<file path="config.mk">
export PLATFORM = sky130hd
export DESIGN_NAME = triaxial_motion_magnitude_filter_core
export DESIGN_NICKNAME = d
export VERILOG_FILES = /design/src/design/tmmf_pkg.sv /design/src/design/tmmf_lane.sv /design/src/design/tmmf_merge.sv /design/src/design/triaxial_motion_magnitude_filter_core.sv
export SDC_FILE = /design/constraint.sdc
export NUM_CORES = 1
export LEC_CHECK = 0
export BUFFER_PORTS_ARGS = -buffer_cell sky130_fd_sc_hd__buf_2
export CORE_MARGIN = 2
export CORE_UTILIZATION = 63
export CTS_CLUSTER_SIZE = 25
export DETAILED_ROUTE_END_ITERATION = 8
export PLACE_DENSITY_LB_ADDON = 0.12
export SETUP_SLACK_MARGIN = 0.3
export SLEW_MARGIN = 10
export SYNTH_ARGS = -nofsm -noshare
export SYNTH_HDL_FRONTEND = slang
export SYNTH_SLANG_ARGS = --single-unit
</file>
<file path="constraint.sdc">
create_clock -name i_clk -period 23.1 [get_ports i_clk]
set_input_delay 3.465 -clock i_clk [delete_from_list [all_inputs] [get_ports i_clk]]
set_output_delay 3.465 -clock i_clk [all_outputs]
set_load 0.03 [all_outputs]
</file>
<file path="src/design/tmmf_pkg.sv">
package tmmf_pkg;

    // Default widths of one sample and of the high-pass state.
    localparam int SAMPLE_WIDTH_DEF   = 16;
    localparam int HIGHPASS_WIDTH_DEF = 20;

    // Filter coefficients, given as right-shift amounts.
    localparam int LOWPASS_SHIFT  = 2;
    localparam int HIGHPASS_SHIFT = 3;

    // Result width and lane count.
    localparam int MAG_WIDTH = 16;
    localparam int NUM_AXES  = 3;

endpackage

</file>
<file path="src/design/tmmf_lane.sv">
module tmmf_lane
    import tmmf_pkg::*;
#(
    parameter int SAMPLE_WIDTH   = SAMPLE_WIDTH_DEF,
    parameter int HIGHPASS_WIDTH = HIGHPASS_WIDTH_DEF
) (
    input  logic                             i_clk,
    input  logic                             i_rst_n,
    input  logic                             i_en,
    input  logic signed [SAMPLE_WIDTH-1:0]   i_sample,
    output logic        [HIGHPASS_WIDTH-1:0] o_abs
);

    localparam int SW = SAMPLE_WIDTH;
    localparam int HW = HIGHPASS_WIDTH;
    // Working width of the high-pass update before the clamp.
    localparam int AW = ((HW > SW + 1) ? HW : SW + 1) + 2;

    localparam logic signed [AW-1:0] HP_MAX = {{(AW - HW + 1){1'b0}}, {(HW - 1){1'b1}}};
    localparam logic signed [AW-1:0] HP_MIN = {{(AW - HW + 1){1'b1}}, {(HW - 1){1'b0}}};

    logic signed [SW-1:0] r_lp;
    logic signed [SW-1:0] r_prev;
    logic signed [HW-1:0] r_hp;
    logic signed [SW-1:0] n_lp;
    logic signed [HW-1:0] n_hp;

    logic signed [SW:0]   w_diff;
    logic signed [SW:0]   w_step;
    logic signed [SW:0]   w_delta;
    logic signed [AW-1:0] w_hp_ext;
    logic signed [AW-1:0] w_hp_sum;
    logic signed [HW-1:0] w_hp_neg;

    // Low-pass: the step always lands between the old value and the sample.
    assign w_diff  = (SW + 1)'(i_sample) - (SW + 1)'(r_lp);
    assign w_step  = w_diff >>> LOWPASS_SHIFT;
    assign n_lp    = r_lp + w_step[SW-1:0];
    assign w_delta = (SW + 1)'(n_lp) - (SW + 1)'(r_prev);

    // High-pass leak and update, then clamp to the state width.
    assign w_hp_ext = AW'(r_hp);
    assign w_hp_sum = w_hp_ext - (w_hp_ext >>> HIGHPASS_SHIFT) + AW'(w_delta);

    always_comb begin
        if (w_hp_sum > HP_MAX) begin
            n_hp = HP_MAX[HW-1:0];
        end else if (w_hp_sum < HP_MIN) begin
            n_hp = HP_MIN[HW-1:0];
        end else begin
            n_hp = w_hp_sum[HW-1:0];
        end
    end

    always_ff @(posedge i_clk) begin
        if (!i_rst_n) begin
            r_lp   <= '0;
            r_prev <= '0;
            r_hp   <= '0;
        end else if (i_en) begin
            r_lp   <= n_lp;
            r_prev <= n_lp;
            r_hp   <= n_hp;
        end
    end

    // The most negative value negates to itself, which read unsigned is its magnitude.
    assign w_hp_neg = -r_hp;
    assign o_abs    = r_hp[HW-1] ? $unsigned(w_hp_neg) : $unsigned(r_hp);

endmodule

</file>
<file path="src/design/tmmf_merge.sv">
module tmmf_merge
    import tmmf_pkg::*;
#(
    parameter int HIGHPASS_WIDTH = HIGHPASS_WIDTH_DEF
) (
    input  logic                      i_clk,
    input  logic                      i_load,
    input  logic [HIGHPASS_WIDTH-1:0] i_abs [NUM_AXES],
    output logic [MAG_WIDTH-1:0]      o_mag
);

    localparam int HW   = HIGHPASS_WIDTH;
    localparam int SUMW = HW + $clog2(NUM_AXES);
    localparam int CW   = (SUMW > MAG_WIDTH + 1) ? SUMW : MAG_WIDTH + 1;

    localparam logic [CW-1:0] MAG_MAX = {{(CW - MAG_WIDTH){1'b0}}, {MAG_WIDTH{1'b1}}};

    logic [CW-1:0]        w_sum;
    logic [MAG_WIDTH-1:0] n_mag;
    logic [MAG_WIDTH-1:0] r_mag;

    always_comb begin
        w_sum = '0;
        for (int k = 0; k < NUM_AXES; k++) begin
            w_sum = w_sum + CW'(i_abs[k]);
        end
        n_mag = (w_sum > MAG_MAX) ? MAG_MAX[MAG_WIDTH-1:0] : w_sum[MAG_WIDTH-1:0];
    end

    always_ff @(posedge i_clk) begin
        if (i_load) begin
            r_mag <= n_mag;
        end
    end

    assign o_mag = r_mag;

endmodule

</file>
<file path="src/design/triaxial_motion_magnitude_filter_core.sv">
// Channel      Direction  Transaction content
// s_axis       in         one three-axis sample: tdata = accel_x, accel_y, accel_z
// m_axis       out        one magnitude per sample: tdata = magnitude
//
// One sample is taken per cycle when the output side keeps up; each lane's
// low-pass and high-pass recursion closes on its own registers.
// The lanes update their state on the accepting edge, and the merge stage
// registers the saturated L1 sum once the output register is free.
// Reset (i_rst_n low at a clock edge) clears all filter state and empties
// both stages. A stalled output holds its transaction while one more sample
// waits in the lanes; input ready drops only when both are occupied.
module triaxial_motion_magnitude_filter_core
    import tmmf_pkg::*;
#(
    parameter int SAMPLE_WIDTH   = SAMPLE_WIDTH_DEF,
    parameter int HIGHPASS_WIDTH = HIGHPASS_WIDTH_DEF,
    localparam int IN_DATA_W     = ((NUM_AXES * SAMPLE_WIDTH + 7) / 8) * 8
) (
    input  logic                 i_clk,
    input  logic                 i_rst_n,
    input  logic                 i_s_axis_tvalid,
    output logic                 o_s_axis_tready,
    // Fields from bit 0 up: accel_x, accel_y, accel_z, zero padding to whole bytes.
    input  logic [IN_DATA_W-1:0] i_s_axis_tdata,
    output logic                 o_m_axis_tvalid,
    input  logic                 i_m_axis_tready,
    // Fields from bit 0 up: magnitude.
    output logic [MAG_WIDTH-1:0] o_m_axis_tdata
);

    logic r_s1_valid;
    logic r_out_valid;
    logic n_s1_valid;
    logic n_out_valid;

    logic w_out_free;
    logic w_accept;
    logic w_load;

    logic [HIGHPASS_WIDTH-1:0] w_abs [NUM_AXES];

    // The output register can take a new value when empty or being drained.
    assign w_out_free      = !r_out_valid || i_m_axis_tready;
    // The lanes may update when their last result has been or is being moved on.
    assign o_s_axis_tready = !r_s1_valid || w_out_free;
    assign w_accept        = i_s_axis_tvalid && o_s_axis_tready;
    assign w_load          = r_s1_valid && w_out_free;

    assign n_s1_valid  = w_accept || (r_s1_valid && !w_out_free);
    assign n_out_valid = w_load || (r_out_valid && !i_m_axis_tready);

    always_ff @(posedge i_clk) begin
        if (!i_rst_n) begin
            r_s1_valid  <= 1'b0;
            r_out_valid <= 1'b0;
        end else begin
            r_s1_valid  <= n_s1_valid;
            r_out_valid <= n_out_valid;
        end
    end

    // One lane per axis. The merge stage samples the lanes' high-pass state
    // on the same edge that a new sample may overwrite it, so it always sees
    // the state that belongs to the sample held in the first stage.
    for (genvar g = 0; g < NUM_AXES; g++) begin : g_lane
        tmmf_lane #(
            .SAMPLE_WIDTH  (SAMPLE_WIDTH),
            .HIGHPASS_WIDTH(HIGHPASS_WIDTH)
        ) u_lane (
            .i_clk   (i_clk),
            .i_rst_n (i_rst_n),
            .i_en    (w_accept),
            .i_sample($signed(i_s_axis_tdata[g*SAMPLE_WIDTH +: SAMPLE_WIDTH])),
            .o_abs   (w_abs[g])
        );
    end

    tmmf_merge #(
        .HIGHPASS_WIDTH(HIGHPASS_WIDTH)
    ) u_merge (
        .i_clk (i_clk),
        .i_load(w_load),
        .i_abs (w_abs),
        .o_mag (o_m_axis_tdata)
    );

    assign o_m_axis_tvalid = r_out_valid;

endmodule

</file>
# Yosys cells after proc, flatten, opt, wreduce, memory -nomap -nowiden
# Index checks and enable logic that the tools add are counted.
[totals] ff_bits=126 input_bits=52 output_inout_bits=18
[classes] n_addsub=20 order_cmp=7 mux=9 reduce_logical=12
[op_table] cell="20-bit 2-to-1 mux" n=9
[op_table] cell="16-bit by 16-bit subtractor with 17-bit output" n=6
[op_table] cell="21-bit by 17-bit adder with 22-bit output" n=3
[op_table] cell="22-bit by 20-bit > comparator with 1-bit output (second input constant)" n=3
[op_table] cell="22-bit by 20-bit < comparator with 1-bit output (second input constant)" n=3
[op_table] cell="20-bit by 17-bit subtractor with 21-bit output" n=3
[op_table] cell="20-bit negator" n=3
[op_table] cell="16-bit adder" n=3
[op_table] cell="22-bit by 20-bit adder with 22-bit output" n=1
[op_table] cell="22-bit by 16-bit > comparator with 1-bit output (second input constant)" n=1
[op_table] cell="20-bit by 20-bit adder with 21-bit output" n=1
[op_table] cell="1-bit logical AND" n=4
[op_table] cell="1-bit zero test" n=4
[op_table] cell="1-bit logical OR" n=4

# Logic depth before layout (Yosys ltp)
[logic_depth] depth_word=7 mapped_depth=33

# Modules after synthesis
# Synthesis repeated with hierarchy kept, for this count alone.
[hier_totals] hier_cells=2030 hier_area_um2=17773.3
[modules_own_cells] mod="tmmf_lane at g_lane[2].u_lane" n_inst=1 cells_per_inst=612 area_each_um2=5188.7
[modules_own_cells] mod="tmmf_lane at g_lane[0].u_lane" n_inst=1 cells_per_inst=596 area_each_um2=5187.5
[modules_own_cells] mod="tmmf_lane at g_lane[1].u_lane" n_inst=1 cells_per_inst=594 area_each_um2=5147.4
[modules_own_cells] mod="tmmf_merge" n_inst=1 cells_per_inst=219 area_each_um2=2145.8
[modules_own_cells] mod="triaxial_motion_magnitude_filter_core" n_inst=1 cells_per_inst=9 area_each_um2=103.8

# Least setup slack after synthesis
# OpenSTA, ideal clock, no wires.
[synth_path] kind="input -> register" startpoint="in i_s_axis_tdata[2]" endpoint="reg g_lane[0].u_lane.r_hp[10]" arrival_ns=9.856 required_time_ns=23.020 path_slack_ns=13.164 stages=29 path_buffers=1 cell_sequence="ha_1 a21o_1 a31o_2 a21oi_1 nor2b_1 o21a_1 nor2_1 xnor2_1 ha_1 a21boi_0 o211ai_1 a21oi_1 nor3_1 o31ai_1 xnor2_1 fa_1 fa_1 inv_1 ha_1 a21o_1 a21o_2 a2111oi_4 o311ai_2 nand3_1 or4b_1 a311oi_2 nand2_2 buf_6 o211ai_1"
[synth_between] elab_chain_cells=7 elab_cells_between_ends=8 cone_classes="4 x add/sub; 2 x order compare; 2 x mux"
[synth_lines] item="from (decl)" line_no="triaxial_motion_magnitude_filter_core.sv:24" rtl="input logic [IN_DATA_W-1:0] i_s_axis_tdata,"
[synth_lines] item="16-bit by 16-bit subtractor with 17-bit output (*)" line_no="tmmf_lane.sv:36" rtl="assign w_diff = (SW + 1)'(i_sample) - (SW + 1)'(r_lp);"
[synth_lines] item="16-bit adder (*)" line_no="tmmf_lane.sv:38" rtl="assign n_lp = r_lp + w_step[SW-1:0];"
[synth_lines] item="16-bit by 16-bit subtractor with 17-bit output (*)" line_no="tmmf_lane.sv:39" rtl="assign w_delta = (SW + 1)'(n_lp) - (SW + 1)'(r_prev);"
[synth_lines] item="21-bit by 17-bit adder with 22-bit output (*)" line_no="tmmf_lane.sv:43" rtl="assign w_hp_sum = w_hp_ext - (w_hp_ext >>> HIGHPASS_SHIFT) + AW'(w_delta);"
[synth_lines] item="22-bit by 20-bit < comparator with 1-bit output" line_no="tmmf_lane.sv:48" rtl="end else if (w_hp_sum < HP_MIN) begin"
[synth_lines] item="20-bit 2-to-1 mux" line_no="tmmf_lane.sv:48"
[synth_lines] item="20-bit 2-to-1 mux (*)" line_no="tmmf_lane.sv:46" rtl="if (w_hp_sum > HP_MAX) begin"
[synth_lines] item="to (signal assigned)" line_no="tmmf_lane.sv:63" rtl="r_hp <= n_hp;"
[synth_lines] item="to (decl)" line_no="tmmf_lane.sv:24" rtl="logic signed [HW-1:0] r_hp;"
# Mark *: on every way between the ends. The rest lies on a longest branch, timed or not.
# A chain may end at the register's enable or synchronous reset.

# Final worst setup path
[layout_path] startpoint="in i_s_axis_tdata[2]" endpoint="reg g_lane[0].u_lane.r_hp[18]"
# Same word-level chain as after synthesis.

==> impl_metrics.csv <==
group,metric,value,unit
status,status,"complete, no violations",
synthesis,avgSynthCellArea,8.24,µm²
synthesis,syn-num-nets,2431,
setup_path,cp_max_fo,17,
floorplanning,core_area,26700,µm²
hold_path,holdCritPathClass,"flop to flop",
clock_network,cts.sinks,126,
sta,slew_violations,0,
synthesis,synthTopCellsByCount,"237 x inv_1, 209 x ha_1, 173 x a21oi_1",
final_layout,fillers,2260,
sta,finalSetupTns,0,ns
drt,vias_per_cell,5.98,
sta,maxSlewHeadroom,27.9,%
synthesis,synth_top_area_share,15.4,%
drt,vias,14700,
synthesis,synth.area.top_cells,"ha_1 15%, dfxtp_1 13%, fa_1 13%",
clock_network,cts_made_buffers,17,
final_layout,diodes,0,
clock_network,cts_tree,"yes",
clock_network,ctsResizeCount,0,
grt,grt_max_degree,64,
synthesis,yosys_register_bits,126,
setup_path,critPathMaxStageDelay,0.53,ns
final_layout,syn_to_final_growth,7.00,%
setup_path,critPathCaptureType,"flop",
synthesis,yosys.area.top_type,"ha_1",
synthesis,yosys_warnings,0,
placement,place_hpwl,31500,µm
setup_path,worst_ep_arrival_time,11.02,ns
grt,track_usage,29.0,%
drt,wl,39700,µm
floorplanning,die_h,168,µm
grt,grt_pass1_vias,14600,
sta,tightest_slew,1.08,ns
grt,grt_antenna_before_repair,3,
clock_network,clock_path_buffers,2,
sta,hold_viol_final,0,
sta,setup_viol_count_final,0,
clock_network,root_buffer,"clkbuf_16",
final_layout,fin_nets,2477,
drt,wl_per_cell,16.1,µm
sta,fmax,0.0936,GHz
synthesis,syn_inst,2063,
sta,worst_hold_slack,0.479,ns
clock_network,post_cts_buffers,0,
synthesis,async_flop_share,0,%
grt,grt_pass1_wl,67800,µm
setup_path,crit_slowest_cell,"fa_1",
grt,grt_overflow,0,
drt,drtPass1Iterations,6,
synthesis,yosysSeqAreaShare,15.8,%
synthesis,yosysMostFrequentCell,"inv_1",
setup_path,critical_path.most_common_cell,"ha_1",
clock_network,clkLatencyLatePin,0.43,ns
floorplanning,io_pins,70,
job,maxCapViolCount,0,
synthesis,synth.distinct_cells,93,
final_layout,utilization,68.1,%
floorplanning,rows,60,
floorplanning,initial_core_util,63.6,%
synthesis,synthFlopType,"dfxtp_1",
synthesis,synth_area,17000,µm²
placement,portBuffers,69,
clock_network,clk_pin_slew,0.06,ns
floorplanning,fp.dieW,168,µm
sta,rsz0062_at_grt,"no",
sta,finalCritPeriodShare,46.2,%
placement,gp_congestion,0.941,
drt,drtAntennaViolNets,0,
final_layout,final_cells,2463,
final_layout,drive_gt1_share,7.30,%
drt,drt-initial-drc-count,850,
floorplanning,dieArea,28300,µm²
drt,drc,0,
sta,fin_crit,10.68,ns
clock_network,cts_htree_levels,4,
setup_path,worstSetupPathType,"primary input to flop",
sta,finClkSkew,0.0131,ns
synthesis,synth_edf_count,16,
setup_path,start_kind,"primary input",
setup_path,required,23.44,ns
placement,dp.cells,2431,
clock_network,hold_buffers,0,
kinds of logic (layout without fill, tap and decap cells):
kind of cell / Yosys count / count (layout) / share of synthesized area (%)
buf+inv: 288 / 347 / 6.72
compound gates: 580 / 580 / 22.9
mux: 9 / 9 / 0.552
flops: 126 / 126 / 15.8
fa+ha+maj: 316 / 316 / 28.0
simple gates: 537 / 537 / 15.3
xor+xnor: 207 / 207 / 10.7
routing by layer:
| layer | vias to the layer above | GRT usage, % | share of wire [%] |
|---|---|---|---|
| li1 | 7387 | - | - |
| met1 | 6943 | 36.6 | 45 |
| met2 | 315 | 49.9 | 48 |
| met3 | 77 | 4.72 | 4.9 |
| met4 | 2 | 10.8 | 2.8 |
| met5 | - | 0 | 0.018 |
sequential cells by signal (all words and copies together) (netlist names):
name,count
o_m_axis_tvalid,1
u_merge.o_mag,16
g_lane.u_lane.r_lp,32
g_lane.u_lane.r_prev,16
r_s1_valid,1
g_lane.u_lane.r_hp,60
layout make-up:
class                   count  area [µm²]  share of cell area (%)
clock buffers              22         474                    2.61
clock inverters            10         113                   0.619
well taps                 341         427                    2.34
inverters                 238         893                    4.91
flip-flops and latches    126        2680                    14.7
repair buffers             77         405                    2.23
multi-input cells        1649       13200                    72.6
layout by cell type (no fill, tap or decap), types with 8 or more instances in the layout:
master	Yosys	layout
a221o_1	20	20
a21oi_1	173	171
clkbuf_16	0	17
a31o_2	8	8
nor2b_1	22	22
a211oi_1	22	22
a31oi_1	13	13
inv_1	237	237
or3_1	29	29
o21a_1	21	21
dfxtp_1	110	110
o31ai_1	26	25
o21bai_1	10	10
nand3_1	34	34
edfxtp_1	16	16
and2_1	16	16
o41ai_1	8	8
fa_1	107	107
ha_1	209	209
nor2_1	153	152
and3_1	12	12
o211ai_1	38	38
o21ai_0	107	107
buf_4	2	8
a21o_1	62	62
nand2b_1	25	25
xnor2_1	144	144
buf_2	4	69
xor2_1	62	62
nand2_1	135	135
nor3_1	41	41
nand4_1	27	27
final timing paths:
| path | startpoint | endpoint | slack (ns) | depth (start not counted) |
|---|---|---|---|---|
| setup reg to reg | g_lane[0].u_lane.r_lp[2] | g_lane[0].u_lane.r_hp[18] | 15.09 | 29 |
| hold / removal | g_lane[1].u_lane.r_lp[3] | g_lane[1].u_lane.r_lp[3] | 0.48 | 2 |
| setup / recovery | i_s_axis_tdata[2] | g_lane[0].u_lane.r_hp[18] | 12.42 | 29 |
| hold reg to reg | g_lane[1].u_lane.r_lp[3] | g_lane[1].u_lane.r_lp[3] | 0.48 | 2 |
stage by stage:
step | setup slack (ns) | area [µm²]
final | 12.42 | 18200
after detailed placement | 12.07 | 17600
after global routing | 11.95 | 18200
after global placement | 12.26 | 17600
after CTS | 12.47 | 18200
after floorplan | 13.16 | 17000
worst max-delay path: cells and delay by family:
| family | cells | cell delay [ns] |
|---|---|---|
| AOI/OAI and AO/OA | 14 | 3.80 |
| adders and majority gates | 5 | 2.10 |
| and+or+nand+nor | 6 | 1.23 |
| xor gates and xnor gates | 2 | 0.26 |
| buffers and inverters | 2 | 0.15 |
Power is not shown: default switching activity piles up to over one toggle a cycle in this logic, so the estimate is an artifact.
